[src/hw/rtl/lzcf_pkg.sv]
// Shared types, codes and helpers of the copy/fill stream decoder.
// Used by the decoder control and the top level.
package lzcf_pkg;

    localparam int HISTORY_BYTES_DEF = 65536;
    localparam int WPOS_W            = 17;

    typedef enum logic [1:0] {
        REQ_PUSH    = 2'd0,
        REQ_PULL    = 2'd1,
        REQ_RESTART = 2'd2,
        REQ_NOP     = 2'd3
    } lzcf_req_t;

    localparam logic [2:0] ERR_NONE      = 3'd0;
    localparam logic [2:0] ERR_BAD_SRC   = 3'd1;
    localparam logic [2:0] ERR_FULL      = 3'd2;
    localparam logic [2:0] ERR_PUSH      = 3'd3;
    localparam logic [2:0] ERR_AFTER_END = 3'd4;

    typedef struct packed {
        logic        deliver;
        logic        is_copy;
        logic [15:0] rd_addr;
        logic [7:0]  fill_byte;
        logic [15:0] pos;
        logic        need_byte;
        logic        done_res;
        logic [2:0]  error_code;
    } lzcf_step_t;

    typedef struct packed {
        logic        out_valid;
        logic [7:0]  out_byte;
        logic [15:0] out_pos;
        logic        need_byte;
        logic        done_res;
        logic [2:0]  error_code;
    } lzcf_res_t;

    function automatic logic [2:0] sticky_err(input logic [2:0] cur, input logic [2:0] code);
        sticky_err = (cur == ERR_NONE) ? code : cur;
    endfunction

endpackage

[src/hw/rtl/lzcf_ctrl.sv]
// Command parser and decoder state: updates the state on accepted push, pull and restart beats.
// Depends on lzcf_pkg; hands a step descriptor to the top level's RAM pipeline.
module lzcf_ctrl
    import lzcf_pkg::*;
#(
    parameter int HISTORY_BYTES = HISTORY_BYTES_DEF
) (
    input  logic       clk,
    input  logic       rst_n,
    input  logic       cfg_we,
    input  logic       cfg_wdata,
    input  logic       take,
    input  logic [1:0] req_type,
    input  logic [7:0] in_byte,
    output lzcf_step_t step
);

    typedef enum logic [3:0] {
        PH_CMD      = 4'd0,
        PH_SHORT_P  = 4'd1,
        PH_CNT0     = 4'd2,
        PH_CNT1     = 4'd3,
        PH_FILL_V   = 4'd4,
        PH_OFF0     = 4'd5,
        PH_OFF1     = 4'd6,
        PH_LIT_WAIT = 4'd7,
        PH_LIT_OUT  = 4'd8,
        PH_COPY_OUT = 4'd9,
        PH_FILL_OUT = 4'd10
    } phase_t;

    typedef enum logic [2:0] {
        KIND_SHORT = 3'd0,
        KIND_LIT   = 3'd1,
        KIND_MED   = 3'd2,
        KIND_FILL  = 3'd3,
        KIND_LONG  = 3'd4
    } kind_t;

    localparam logic [WPOS_W-1:0] FULL_POS = WPOS_W'(HISTORY_BYTES);

    phase_t              phase_reg, phase_next;
    kind_t               kind_reg, kind_next;
    logic [WPOS_W-1:0]   wpos_reg, wpos_next;
    logic [15:0]         remaining_reg, remaining_next;
    logic [15:0]         source_reg, source_next;
    logic [7:0]          fill_reg, fill_next;
    logic [7:0]          partial_reg, partial_next;
    logic                finished_reg, finished_next;
    logic [2:0]          err_reg, err_next;
    logic                mode_reg;

    logic [11:0]         short_dist;
    logic [15:0]         offset;
    logic [WPOS_W-1:0]   copy_src;
    logic                copy_ok;
    logic                out_phase;

    always_comb
    begin
        short_dist = {partial_reg[3:0], in_byte};
        offset     = {in_byte, partial_reg};
        if (phase_reg == PH_SHORT_P)
        begin
            copy_src = wpos_reg - WPOS_W'(short_dist);
            copy_ok  = (short_dist != 12'd0) && (WPOS_W'(short_dist) <= wpos_reg);
        end
        else if (mode_reg)
        begin
            copy_src = wpos_reg - WPOS_W'(offset);
            copy_ok  = (offset != 16'd0) && (WPOS_W'(offset) <= wpos_reg);
        end
        else
        begin
            copy_src = WPOS_W'(offset);
            copy_ok  = 1'b1;
        end
        copy_ok = copy_ok && (copy_src < wpos_reg);
        out_phase = (phase_reg == PH_LIT_OUT) || (phase_reg == PH_COPY_OUT)
                    || (phase_reg == PH_FILL_OUT);
    end

    always_comb
    begin
        phase_next     = phase_reg;
        kind_next      = kind_reg;
        wpos_next      = wpos_reg;
        remaining_next = remaining_reg;
        source_next    = source_reg;
        fill_next      = fill_reg;
        partial_next   = partial_reg;
        finished_next  = finished_reg;
        err_next       = err_reg;
        step           = '0;

        if (take)
        begin
            case (req_type)
                REQ_RESTART:
                begin
                    phase_next     = PH_CMD;
                    kind_next      = KIND_SHORT;
                    wpos_next      = '0;
                    remaining_next = '0;
                    source_next    = '0;
                    fill_next      = '0;
                    partial_next   = '0;
                    finished_next  = 1'b0;
                    err_next       = ERR_NONE;
                end
                REQ_PUSH:
                begin
                    if (finished_reg)
                    begin
                        err_next = sticky_err(err_reg, ERR_AFTER_END);
                    end
                    else if (out_phase)
                    begin
                        err_next = sticky_err(err_reg, ERR_PUSH);
                    end
                    else
                    begin
                        case (phase_reg)
                            PH_CMD:
                            begin
                                if (!in_byte[7])
                                begin
                                    kind_next      = KIND_SHORT;
                                    remaining_next = 16'(in_byte[6:4]) + 16'd3;
                                    partial_next   = {4'd0, in_byte[3:0]};
                                    phase_next     = PH_SHORT_P;
                                end
                                else if (!in_byte[6])
                                begin
                                    kind_next      = KIND_LIT;
                                    remaining_next = 16'(in_byte[5:0]);
                                    if (in_byte[5:0] == 6'd0)
                                    begin
                                        finished_next = 1'b1;
                                        phase_next    = PH_CMD;
                                    end
                                    else
                                    begin
                                        phase_next = PH_LIT_WAIT;
                                    end
                                end
                                else if (in_byte[5:0] < 6'h3e)
                                begin
                                    kind_next      = KIND_MED;
                                    remaining_next = 16'(in_byte[5:0]) + 16'd3;
                                    phase_next     = PH_OFF0;
                                end
                                else
                                begin
                                    kind_next  = (in_byte[5:0] == 6'h3e) ? KIND_FILL : KIND_LONG;
                                    phase_next = PH_CNT0;
                                end
                            end
                            PH_SHORT_P, PH_OFF1:
                            begin
                                if (phase_reg == PH_OFF1 && remaining_reg == 16'd0)
                                begin
                                    phase_next = PH_CMD;
                                end
                                else if (copy_ok)
                                begin
                                    source_next = copy_src[15:0];
                                    phase_next  = PH_COPY_OUT;
                                end
                                else
                                begin
                                    err_next       = sticky_err(err_reg, ERR_BAD_SRC);
                                    phase_next     = PH_CMD;
                                    remaining_next = '0;
                                end
                            end
                            PH_CNT0, PH_OFF0:
                            begin
                                partial_next = in_byte;
                                phase_next   = (phase_reg == PH_CNT0) ? PH_CNT1 : PH_OFF1;
                            end
                            PH_CNT1:
                            begin
                                remaining_next = {in_byte, partial_reg};
                                phase_next     = (kind_reg == KIND_FILL) ? PH_FILL_V : PH_OFF0;
                            end
                            PH_FILL_V:
                            begin
                                fill_next  = in_byte;
                                phase_next = (remaining_reg == 16'd0) ? PH_CMD : PH_FILL_OUT;
                            end
                            PH_LIT_WAIT:
                            begin
                                fill_next  = in_byte;
                                phase_next = PH_LIT_OUT;
                            end
                            default:
                            begin
                                phase_next = PH_CMD;
                            end
                        endcase
                    end
                end
                REQ_PULL:
                begin
                    if (!finished_reg && out_phase)
                    begin
                        if (wpos_reg >= FULL_POS)
                        begin
                            err_next       = sticky_err(err_reg, ERR_FULL);
                            phase_next     = PH_CMD;
                            remaining_next = '0;
                        end
                        else
                        begin
                            step.deliver   = 1'b1;
                            step.is_copy   = (phase_reg == PH_COPY_OUT);
                            step.rd_addr   = source_reg;
                            step.fill_byte = fill_reg;
                            step.pos       = wpos_reg[15:0];
                            if (phase_reg == PH_COPY_OUT)
                            begin
                                source_next = source_reg + 16'd1;
                            end
                            wpos_next      = wpos_reg + WPOS_W'(1);
                            remaining_next = remaining_reg - 16'd1;
                            if (phase_reg == PH_LIT_OUT)
                            begin
                                phase_next = (remaining_next == 16'd0) ? PH_CMD : PH_LIT_WAIT;
                            end
                            else if (remaining_next == 16'd0)
                            begin
                                phase_next = PH_CMD;
                            end
                        end
                    end
                end
                default:
                begin
                end
            endcase
        end

        step.need_byte  = !finished_next && (phase_next != PH_LIT_OUT)
                          && (phase_next != PH_COPY_OUT) && (phase_next != PH_FILL_OUT);
        step.done_res   = finished_next;
        step.error_code = err_next;
    end

    always_ff @(posedge clk or negedge rst_n)
    begin
        if (!rst_n)
        begin
            phase_reg     <= PH_CMD;
            kind_reg      <= KIND_SHORT;
            wpos_reg      <= '0;
            remaining_reg <= '0;
            source_reg    <= '0;
            fill_reg      <= '0;
            partial_reg   <= '0;
            finished_reg  <= 1'b0;
            err_reg       <= ERR_NONE;
            mode_reg      <= 1'b0;
        end
        else
        begin
            phase_reg     <= phase_next;
            kind_reg      <= kind_next;
            wpos_reg      <= wpos_next;
            remaining_reg <= remaining_next;
            source_reg    <= source_next;
            fill_reg      <= fill_next;
            partial_reg   <= partial_next;
            finished_reg  <= finished_next;
            err_reg       <= err_next;
            if (cfg_we)
            begin
                mode_reg <= cfg_wdata;
            end
        end
    end

endmodule

[config.mk]
export PLATFORM = sky130hd
export DESIGN_NAME = lzcf_ctrl
export DESIGN_NICKNAME = d
export VERILOG_FILES = /design/src/hw/rtl/lzcf_pkg.sv /design/src/hw/rtl/lzcf_ctrl.sv
export SDC_FILE = /design/constraint.sdc
export NUM_CORES = 1
export LEC_CHECK = 0
export BUFFER_PORTS_ARGS = -buffer_cell sky130_fd_sc_hd__buf_2
export CAP_MARGIN = 5
export CORE_ASPECT_RATIO = 1.1
export CORE_UTILIZATION = 30
export CTS_BUF_LIST = sky130_fd_sc_hd__clkbuf_4
export DETAILED_ROUTE_END_ITERATION = 16
export GPL_ROUTABILITY_DRIVEN = 0
export PLACE_DENSITY = 0.57
export SYNTH_ARGS = -nofsm -noshare
export SYNTH_HDL_FRONTEND = slang
export SYNTH_SLANG_ARGS = --single-unit
[constraint.sdc]
create_clock -name clk -period 7.8 [get_ports clk]
set_input_delay 0.39 -clock clk [delete_from_list [all_inputs] [get_ports clk]]
set_output_delay 0.39 -clock clk [all_outputs]
set_load 0.005 [all_outputs]
==> impl_results.md, run 1 <==
* Number of global-route vias before repair at a little over 7k
* Critical Path RT at 7.41 ns
* Flip-flop count of the largest register after layout at 17
* Most Crowded Layer GR: met2
* Yosys top cell by area: sky130_fd_sc_hd__dfrtp_1
* Final worst-path cycle share at between 80% and 90%
* Worst path arrival time at 6.07 ns
* Cell breakdown of the critical path: inv_1 -> ha_1 -> fa_1 -> nor2b_1 -> o31ai_1 -> a21oi_1 -> a21o_1 -> a2111oi_0 -> a221o_1 -> a31oi_1 -> a31oi_1 -> ha_1 -> a21boi_0 -> a311oi_2 -> o21ai_0 -> or3_1 -> o31a_1 -> a211oi_1 -> a21oi_1 -> buf_2
* Most numerous cell in the Yosys netlist: sky130_fd_sc_hd__nor2_1
* Cells on worst reg2reg path at 18
* Min Hold Slack at about 0.070 ns
* Kind of launch point of the worst setup path: flop
* Violation count after the first detailed-routing iteration at between 700 and 800
* Clock latency on the worst-skew pair at a little under 0.5 ns
* Count of cells along the worst hold path at 2
* Count of antenna-violating nets left after detailed routing at 0
* Flops & latches, synth at a little under 80
* Status: completed
* Unrepaired setup endpoints after global routing: false
* Number of buffers created by CTS at 9
* Number of cells on the critical path at 20
* Endpoint type of the worst setup path: output pin
* Initial antenna violation count at 3
* Distinct cell type count after synthesis at 74
* Post-route clock skew at roughly 0.019 ns
* CTS sink cnt at 77
* Number of setup violations in the final report at 0
* Dominant delay contributor by cell family on the critical path: compound AO/OA/AOI/OAI gates
* Mapped cell area at between 0.007 and 0.008 sq mm
* Count of flip-flops with a built-in enable after synthesis at 0
* Synth top area share at between 20% and 30%
* Cell types occupying the most area after synthesis: sky130_fd_sc_hd__dfrtp_1 (25%), sky130_fd_sc_hd__ha_1 (9.0%), sky130_fd_sc_hd__nor2_1 (5.4%)
* Syn nets at 1081
* Slew at the pin with the worst max-slew slack at between 1 and 1.5 ns
* Detailed placer's ending HPWL at about 21000 um
* Buffer and inverter count on the worst path at 2
* Part of the power in registers at 35.6%
* Max FO, Critical Path at 6
* Net switching power at 770 uW
* PwrDens at about 200 mW/mm^2
* Total detailed-routing wirelength at between 20000 and 30000 um
* Die Y-Extent at approximately 170 um
* F_max at roughly 150 MHz
* Reg2reg setup slack at about 1.6 ns
* Top cells by count, synth: sky130_fd_sc_hd__nor2_1 (111), sky130_fd_sc_hd__nand2_1 (102), sky130_fd_sc_hd__dfrtp_1 (77), sky130_fd_sc_hd__o21ai_0 (73), sky130_fd_sc_hd__a21oi_1 (65)
* Reg2reg start: wpos_reg[0]
* GR Util All Layers at around a fifth
* Crit-path slowest cell: sky130_fd_sc_hd__a2111oi_0
* Met1 layer usage reported by global route at ~28%
* CP peak stage delay at 0.93 ns
* Die outline width at roughly 150 um
* CTS Hold Buffers Added at 1
* Maximum number of pins on one net before global-route repair at 46
* Crit path capture: step[4]
* Relative max-transition margin at between 20% and 30%
* Max-capacitance violation count at 0
* TritonCTS clock tree: yes
* Ratio of cells with drive above 1 in the final layout at a little under an eighth
* Cell at the root of the clock tree: sky130_fd_sc_hd__clkbuf_4
* Share of flip-flops with an asynchronous set or reset at 100%
* Switching Fraction at approximately 45%
* Clock power frac at ~18%
* Register area share after synthesis at around a quarter
* Detailed-route wire length per cell at a little under 20 um
* Synthesis-to-finish area growth at 9.51%
* Overall die area at 0.0262 sq mm
* First-pass iteration count of the detailed router at 7
* Accumulated negative setup slack at 0 ns
* Global-route wire length before repair at around 41000 um
* Power Internal at slightly above 900 uW
* Overflow after GRT at 0
* Final critical delay including setup and external delays at around 6.5 ns
* Drc violations at 0
* Deepest clock path buffer count at 2
* Vias at 7892
* Worst min path class: in2reg
* Main flop type after synthesis: sky130_fd_sc_hd__dfrtp_1
* # port buffers at approximately 60
* NumNets Final at between 1k and 1.5k
* Setup Fix Bufs, Post-CTS at 0
* Critical path class: reg2out
* Effective utilization at floorplan at between 30% and 40%
* Peak ir drop on the vdd network at a little under 0.09 mV
* Row cnt at 60
* Capturing point of the worst reg2reg path: remaining_reg[9]
* H-Tree Level Count at 3
* Number of resized instances in the post-cts repair step at 0
* Final Power at ~1.7 mW
* Yosys warning total at 0
* Core ar. at 0.0248 sq mm
* Number of hold violations in the final report at 0
* Max Transition Viols Final at 0
* Synthesized area per cell at approximately 7.6 sq um
* Vias/cell at 5.82
* Met3 Usage GRT at under 10%
* Portion of total power attributed to combinational logic at between 40% and 50%
* Timing startpoint of the critical path: wpos_reg[0]
* I/O pin count at a little over 60
* Clock transition at the registers of the reported paths at 0.15 ns
* Leakage dissipation at 3.58 nW
* Met2 track utilization from global routing at roughly a third
* Gate Count Post-Synth at 1009
==> power groups by stage <==
| stage | clock, mW | sequential, mW | combinational, mW |
|---|---|---|---|
| floorplan | 0 | 0.558 | 0.598 |
| global placement | 0 | 0.607 | 0.773 |
| detailed placement | 0 | 0.607 | 0.776 |
| CTS | 0.307 | 0.600 | 0.779 |
| global route | 0.321 | 0.617 | 0.873 |
| finish | 0.298 | 0.603 | 0.791 |
==> per-layer routing <==
metal	routed length, um	vias to the layer above
met2	11800	315
met3	1970	49
met1	12200	3740
met5	20	-
li1	-	3784
met4	719	4
==> cells by family (layout without fill, tap and decap cells) <==
logic type,Yosys count,count (layout),synth area share (%)
AO/OA/AOI/OAI,305,305,26.5
adder cells (fa/ha/maj),57,57,9.51
flip-flops,77,77,25.2
XOR/XNOR,38,38,4.35
buffers and inverters,105,140,5.55
other,0,1,0
multiplexers,15,15,2.07
AND/OR/NAND/NOR,412,412,26.9
==> final cells by class <==
class / instances / area (sq um)
Clock buffer: 10 / 75.1
Clock inverter: 6 / 86.3
Fill cell: 2700 / 16400
Tap cell: 310 / 388
Inverter: 53 / 199
Timing Repair Buffer: 71 / 385
Antenna cell: 1 / 2.50
Multi-Input combinational cell: 827 / 5320
Sequential cell: 77 / 1930
==> stage by stage <==
stage / utilization, % / worst slack (ns) / cells / instance area (sq um)
detailed placement: 33.2 / 1.73 / 1337 / 8210
global placement: 33.2 / 1.91 / 1337 / 8210
finish: 33.9 / 1.34 / 1355 / 8390
CTS: 33.8 / 1.44 / 1354 / 8380
floorplan: - / 2.70 / 1009 / 7660
global route: 33.9 / 0.919 / 1355 / 8390
==> worst min path at each step <==
stage               startpoint  slack (ns)     endpoint
floorplan                rst_n        0.09   err_reg[0]
global placement         rst_n        0.38  wpos_reg[8]
detailed placement       rst_n        0.39  wpos_reg[8]
CTS                     cfg_we        0.05     mode_reg
global route            cfg_we        0.09     mode_reg
finish                  cfg_we        0.07     mode_reg
==> cell usage in the layout (no fill, tap or decap), drive strengths merged, types with 10 or more instances in the layout <==
cell type,count
nor4,10
xnor2,31
clkbuf,10
nor3,46
a21oi,67
nand2b,11
inv,52
nand3,20
buf,70
a211oi,14
or3,16
o21ai,77
nor2,111
o211ai,18
and3,30
nand2,102
dfrtp,77
ha,55
a31oi,16
nand4,17
o31ai,12
o22ai,10
==> worst register-to-register path, stage by stage, from the launching register on <==
cell and delay, ns:
sky130_fd_sc_hd__dfrtp_1 0.47, sky130_fd_sc_hd__inv_1 0.16, sky130_fd_sc_hd__ha_1 0.20, sky130_fd_sc_hd__fa_1 0.23, sky130_fd_sc_hd__nor2b_1 0.08, sky130_fd_sc_hd__o31ai_1 0.41
sky130_fd_sc_hd__a21oi_1 0.20, sky130_fd_sc_hd__a21o_1 0.24, sky130_fd_sc_hd__a2111oi_0 0.93, sky130_fd_sc_hd__xnor2_1 0.12, sky130_fd_sc_hd__nor2_1 0.17, sky130_fd_sc_hd__nor2_1 0.06
sky130_fd_sc_hd__ha_1 0.31, sky130_fd_sc_hd__nand4_1 0.14, sky130_fd_sc_hd__a211oi_1 0.45, sky130_fd_sc_hd__nor2_1 0.14, sky130_fd_sc_hd__a41oi_1 0.82, sky130_fd_sc_hd__a21boi_4 0.55
sky130_fd_sc_hd__mux2_2 0.38
Power figures use the tool's default switching activity.
==> run 2: changes to the inputs <==
- clock period: 7.8 -> 6.7 ns (I/O delays scaled with it)
==> run 2 against run 1 <==
  * The flow now finishes with violations (hold timing)
  * Count of clock-buffer cells in the layout is 1 lower
  * Setup slack worse by 0.83 ns
  * Clock power hardly changed
  * Combinational power rose by 16%
  * Die area is the same
  * Utilization is 0.15 points lower
  * Routed wire length up 0.85%
  * Critical path type unchanged
==> impl_results.md, run 2 (synthesis gave the netlist of run 1 again) <==
* Overflow after GRT at 0 (unchanged)
* Number of buffers created by CTS at 9 (unchanged)
* Peak ir drop on the vdd network at 0.0869 mV (was 0.0872 mV)
* H-Tree Level Count at 3 (unchanged)
* Setup slack after layout at 0.511 ns (was 1.34 ns)
* F_max at 162 MHz
* Kind of launch point of the worst setup path: flop (unchanged)
* Number of setup violations in the final report at 0 (unchanged)
* Drc violations at 0 (unchanged)
* Synthesis-to-finish area growth at 9.02% (was 9.51%)
* First-pass iteration count of the detailed router at 5 (was 7)
* GR Util All Layers at 20.9% (was 20.5%)
* Number of hold violations in the final report at 9 (was 0)
* Final critical delay including setup and external delays at about 6.2 ns
* TritonCTS clock tree: yes (unchanged)
* Effective utilization at floorplan at 30.9% (unchanged)
* Max-capacitance violation count at 0 (unchanged)
* Reg2reg start: wpos_reg[0] (unchanged)
* Post-route clock skew at 0.0255 ns (was 0.0190 ns)
* Timing startpoint of the critical path: wpos_reg[0] (unchanged)
* Violated checks: hold timing
* Clock transition at the registers of the reported paths at 0.15 ns (about the same)
* Place WS at 0.953 ns (was 1.73 ns)
* Cell at the root of the clock tree: sky130_fd_sc_hd__clkbuf_4 (unchanged)
* PwrDens at 230 mW/mm^2 (was 202 mW/mm^2)
* Critical Path RT at 6.36 ns (was 7.41 ns)
* Final worst-path cycle share at between 90% and 100%
* Commonest non-fill, non-tap cell in the layout: sky130_fd_sc_hd__nor2_1 (unchanged)
* Clock latency on the worst-skew pair at 0.51 ns (was 0.49 ns)
* Max FO, Critical Path at 6 (unchanged)
* # port buffers at 61 (unchanged)
* Core ar. at 0.0248 sq mm (unchanged)
* Unrepaired setup endpoints after global routing: false (unchanged)
* Detailed-route wire length per cell at 19.9 um (was 19.7 um)
* Slew at the pin with the worst max-slew slack at 1.07 ns (was 1.05 ns)
* Overall die area at 0.0262 sq mm (unchanged)
* Status: finished, violations left (was completed)
* Endpoint type of the worst setup path: output pin (unchanged)
* Critical path class: reg2out (unchanged)
* Number of global-route vias before repair at 7340 (was 7139)
* Detailed placer's ending HPWL at 20500 um (was 20600 um)
* Row cnt at 60 (unchanged)
* Vias/cell at 5.82 (about the same)
* Flip-flop count of the largest register after layout at 17 (unchanged)
* Total detailed-routing wirelength at 26900 um (was 26700 um)
* Accumulated negative setup slack at 0 ns (unchanged)
* Leakage dissipation at 3.56 nW (was 3.58 nW)
* Die Y-Extent at 170 um (unchanged)
* Deepest clock path buffer count at 2 (unchanged)
* Worst min path class: in2async (was in2reg)
* Global-route wire length before repair at 42500 um (was 41400 um)
* NumNets Final at 1111 (unchanged)
* Violation count after the first detailed-routing iteration at 712 (was 703)
* Count of antenna-violating nets left after detailed routing at 0 (unchanged)
* Relative max-transition margin at 28.7% (was 28.1%)
* I/O pin count at 62 (unchanged)
* Setup Fix Bufs, Post-CTS at 0 (unchanged)
* Min Hold Slack at -0.0370 ns (was 0.0704 ns)
* CTS sink cnt at 77 (unchanged)
* Commonest cells after routing, fill and taps aside: sky130_fd_sc_hd__nor2_1 (111), sky130_fd_sc_hd__nand2_1 (102), sky130_fd_sc_hd__dfrtp_1 (77) (unchanged)
* Maximum number of pins on one net before global-route repair at 78 (was 46)
* Ratio of cells with drive above 1 in the final layout at 11.2% (was 11.4%)
* Max Transition Viols Final at 0 (unchanged)
* Initial antenna violation count at 4 (was 3)
* Die outline width at 154 um (unchanged)
* Worst path arrival time at 5.85 ns (was 6.07 ns)
* Vias at 7882 (was 7892)
run 2: cell types whose count changed in the layout (fill, tap and decap cells not counted):
cell                            change
sky130_fd_sc_hd__clkinv_1           +2
sky130_fd_sc_hd__inv_6              -1
sky130_fd_sc_hd__diode_2            +1
sky130_fd_sc_hd__buf_4              +1
sky130_fd_sc_hd__a2111oi_1          +1
sky130_fd_sc_hd__a2111oi_0          -1
sky130_fd_sc_hd__bufinv_16          -1
sky130_fd_sc_hd__dlygate4sd3_1      -1
sky130_fd_sc_hd__clkbuf_4           -1
run 2: cell type report:
| type | instances | area [sq um] |
|---|---|---|
| inverter | 53 | 199 |
| fill | 2687 | 16400 |
| clock inverter | 6 | 55.1 |
| tap | 310 | 388 |
| timing repair buffer | 71 | 383 |
| sequential | 77 | 1930 |
| antenna | 2 | 5.00 |
| multi-input combinational | 827 | 5330 |
| clock buffer | 9 | 67.6 |
run 2: worst max-delay path, cell delays in order (launching register included):
cell	delay, ns
sky130_fd_sc_hd__dfrtp_1	0.47
sky130_fd_sc_hd__inv_1	0.16
sky130_fd_sc_hd__ha_1	0.20
sky130_fd_sc_hd__fa_1	0.22
sky130_fd_sc_hd__nor2b_1	0.07
sky130_fd_sc_hd__o31ai_1	0.41
sky130_fd_sc_hd__a21oi_1	0.19
sky130_fd_sc_hd__a21o_1	0.24
sky130_fd_sc_hd__a2111oi_1	0.75
sky130_fd_sc_hd__a221o_1	0.28
sky130_fd_sc_hd__a31oi_1	0.04
sky130_fd_sc_hd__a31oi_1	0.17
sky130_fd_sc_hd__ha_1	0.26
sky130_fd_sc_hd__a21boi_0	0.16
sky130_fd_sc_hd__a311oi_2	0.40
sky130_fd_sc_hd__o21ai_0	0.20
sky130_fd_sc_hd__or3_1	0.33
sky130_fd_sc_hd__o31a_1	0.24
sky130_fd_sc_hd__a211oi_1	0.24
sky130_fd_sc_hd__a21oi_1	0.15
sky130_fd_sc_hd__buf_2	0.15
run 2: metal layers:
metal | track usage (%) | vias to the layer above | part of all wire, %
met2 | 33.4 | 309 | 45
met4 | 6.24 | 4 | 2.0
met3 | 3.24 | 44 | 7.1
met1 | 29.0 | 3741 | 46
met5 | 0 | - | 0.085
li1 | - | 3784 | -
run 2: metrics by stage:
stage	utilization (%)	area (sq um)	std cells	power (mW)
after global placement	33.2	8220	1338	1.60
after detailed placement	33.2	8220	1338	1.61
after CTS	33.7	8340	1353	1.91
after global routing	33.7	8350	1354	2.06
after floorplan	-	7660	1009	1.35
final	33.7	8350	1355	1.92
run 2: repair_timing:
item / CTS / global route
endpoints found under the setup margin: 0 / 1
hold buffers: 0 / 0
gates resized for setup: 0 / 1
run 2: power breakdown:
group	internal (mW)	switching (mW)	leakage [nW]	total [mW]
sequential	0.557	0.143	1.03	0.700
combinational	0.361	0.559	2.46	0.919
clock	0.108	0.190	0.0667	0.298
total	1.03	0.892	3.56	1.92
run 2: path summary, 6_finish.rpt:
check	to	cells after the start	slack (ns)
setup / recovery	step[4]	20	0.51
hold / removal	wpos_reg[6]	1	-0.04
setup reg to reg	source_reg[10]	19	1.11
hold reg to reg	fill_reg[6]	2	0.49
max in group asynchronous	remaining_reg[5]	1	6.00
min in group clk	mode_reg	2	0.02
==> run 3: changes to the inputs <==
- PLACE_DENSITY: 0.57 -> 0.51
==> run 3 against run 2 <==
  * The run now ends clean
  * First-iteration DRC count fell by 13%
  * Register-to-register slack improved by 0.17 ns
  * Die area unchanged
  * Critical endpoint unchanged
  * Largest power group unchanged
==> impl_results.md, run 3 (synthesis gave the netlist of run 1 again) <==
* Cell at the root of the clock tree: sky130_fd_sc_hd__clkbuf_4 (unchanged)
* Unrepaired setup endpoints after global routing: false (unchanged)
* Number of resized instances in the post-cts repair step at 0 (unchanged)
* Violation count after the first detailed-routing iteration at 616 (was 712)
* Clock latency on the worst-skew pair at 0.47 ns (was 0.51 ns)
* Kind of launch point of the worst setup path: flop (unchanged)
* Count of cells along the worst hold path at 2
* Final critical delay including setup and external delays at 6.00 ns (was 6.19 ns)
* Flip-flop count of the largest register after layout at 17 (unchanged)
* Max-capacitance violation count at 0 (unchanged)
* Number of global-route vias before repair at 7326 (was 7340)
* Number of cells on the critical path at 21 (was 20)
* Final core utilization at 33.9% (was 33.7%)
* Max Transition Viols Final at 0 (unchanged)
* Leakage dissipation at 3.58 nW (was 3.56 nW)
* Slew at the pin with the worst max-slew slack at 1.04 ns (was 1.07 ns)
* TritonCTS clock tree: yes (unchanged)
* Post-route clock skew at 0.0260 ns (was 0.0255 ns)
* Effective utilization at floorplan at 30.9% (unchanged)
* Commonest non-fill, non-tap cell in the layout: sky130_fd_sc_hd__nor2_1 (unchanged)
* Critical Path RT at 6.36 ns (about the same)
* Relative max-transition margin at 30.5% (was 28.7%)
* Cell breakdown of the critical path: inv_1 -> ha_1 -> fa_1 -> nor2b_1 -> o31ai_1 -> a21oi_1 -> a21o_1 -> a2111oi_0 -> buf_4 -> a221o_1 -> a31oi_1 -> a31oi_1 -> ha_1 -> a21boi_0 -> a311oi_2 -> o21ai_0 -> nor3_2 -> nand2_1 -> a211oi_1 -> a21oi_1 -> buf_2 (was inv_1 -> ha_1 -> fa_1 -> nor2b_1 -> o31ai_1 -> a21oi_1 -> a21o_1 -> a2111oi_1 -> a221o_1 -> a31oi_1 -> a31oi_1 -> ha_1 -> a21boi_0 -> a311oi_2 -> o21ai_0 -> or3_1 -> o31a_1 -> a211oi_1 -> a21oi_1 -> buf_2)
* Post-placement cell area at 0.00823 sq mm (was 0.00822 sq mm)
* Synthesis-to-finish area growth at 9.56% (was 9.02%)
* Number of fill cells in the layout at 2676 (was 2687)
* Overflow after GRT at 0 (unchanged)
* Row cnt at 60 (unchanged)
* Final worst-path cycle share at 89.5% (was 92.4%)
* Clock transition at the registers of the reported paths at 0.15 ns (about the same)
* F_max at 167 MHz (was 162 MHz)
* CP peak stage delay at 0.50 ns (was 0.75 ns)
* Post-Place Cells at 1340 (was 1338)
* Buffer and inverter count on the worst path at 3 (was 2)
* Timing startpoint of the critical path: wpos_reg[0] (unchanged)
* Drc violations at 0 (unchanged)
* Area of the multi-input gates at 0.00532 sq mm (was 0.00533 sq mm)
* Detailed placer's ending HPWL at 21300 um (was 20500 um)
* Endpoint type of the worst setup path: output pin (unchanged)
* H-Tree Level Count at 3 (unchanged)
* Deepest clock path buffer count at 2 (unchanged)
* Min-Delay Startpoint: cfg_we
* Total detailed-routing wirelength at 27500 um (was 26900 um)
* Die outline width at 154 um (unchanged)
* Worst min path class: in2reg (was in2async)
* Vias at 7802 (was 7882)
* Status: completed (was finished, violations left)
* Overall die area at 0.0262 sq mm (unchanged)
* Final Instance Area at 0.00839 sq mm (was 0.00835 sq mm)
* Initial antenna violation count at 3 (was 4)
* Commonest cells after routing, fill and taps aside: sky130_fd_sc_hd__nor2_1 (111), sky130_fd_sc_hd__nand2_1 (102), sky130_fd_sc_hd__dfrtp_1 (77) (unchanged)
* Core ar. at 0.0248 sq mm (unchanged)
* Crit-path slowest cell: sky130_fd_sc_hd__a2111oi_0 (was sky130_fd_sc_hd__a2111oi_1)
* Cells on worst reg2reg path at 20 (was 19)
* Die Y-Extent at 170 um (unchanged)
* GR Util All Layers at 21.4% (was 20.9%)
* Detailed-route wire length per cell at 20.3 um (was 19.9 um)
* Maximum number of pins on one net before global-route repair at 40 (was 78)
* Global-route wire length before repair at 43300 um (was 42500 um)
* Dominant delay contributor by cell family on the critical path: compound AO/OA/AOI/OAI gates (unchanged)
* First-pass iteration count of the detailed router at 7 (was 5)
* Place WS at 1.23 ns (was 0.953 ns)
* Accumulated negative setup slack at 0 ns (unchanged)
* PwrDens at 234 mW/mm^2 (was 230 mW/mm^2)
* Setup slack after layout at 0.703 ns (was 0.511 ns)
* # port buffers at 61 (unchanged)
* Final Power at 1.96 mW (was 1.92 mW)
* Number of hold violations in the final report at 0 (was 9)
* Final instance count without filler cells at 1358 (was 1355)
* Critical path class: reg2out (unchanged)
* Number of buffers created by CTS at 9 (unchanged)
* Number of setup violations in the final report at 0 (unchanged)
* Worst path arrival time at 5.66 ns (was 5.85 ns)
* Min Hold Slack at 0.0292 ns (was -0.0370 ns)
* Count of antenna-violating nets left after detailed routing at 0 (unchanged)
* Capturing point of the worst reg2reg path: source_reg[0] (was source_reg[10])
* Reg2reg setup slack at 1.28 ns (was 1.11 ns)
* Peak ir drop on the vdd network at 0.0995 mV (was 0.0869 mV)
* CTS sink cnt at 77 (unchanged)
* Reg2reg start: wpos_reg[0] (unchanged)
* Ratio of cells with drive above 1 in the final layout at 11.7% (was 11.2%)
* NumNets Final at 1114 (was 1111)
* Vias/cell at 5.75 (was 5.82)
* Crit path capture: step[4] (unchanged)
* Max FO, Critical Path at 6 (unchanged)
* I/O pin count at 62 (unchanged)
* Sequential cell area at 0.00193 sq mm (unchanged)
run 3: worst min path at each step:
stage / to
floorplan: err_reg[0]
finish: mode_reg
detailed placement: wpos_reg[6]
global route: mode_reg
global placement: wpos_reg[6]
CTS: mode_reg
run 3: what timing repair did:
item                      CTS  global route
hold endpoints to repair   38             0
hold buffers                1             0
setup buffers               0             0
run 3: layout make-up:
class / count / area share, %
clock inverter: 7 / 0.984
tap: 310 / 4.62
sequential: 77 / 23.0
timing repair buffer: 74 / 4.86
antenna: 1 / 0.0298
inverter: 53 / 2.37
multi-input combinational: 827 / 63.4
clock buffer: 9 / 0.805
run 3: layer usage:
| metal | vias up | part of all wire, % | track usage [%] |
|---|---|---|---|
| met5 | - | 0.091 | 0 |
| li1 | 3781 | - | - |
| met4 | 4 | 1.9 | 5.81 |
| met1 | 3700 | 46 | 30.3 |
| met2 | 282 | 44 | 33.1 |
| met3 | 35 | 7.4 | 4.01 |
run 3: where the power goes:
part	internal, mW	leakage (nW)	switching (mW)
registers	0.557	1.03	0.139
clock network	0.119	0.0751	0.205
logic	0.363	2.48	0.581
total	1.04	3.58	0.925
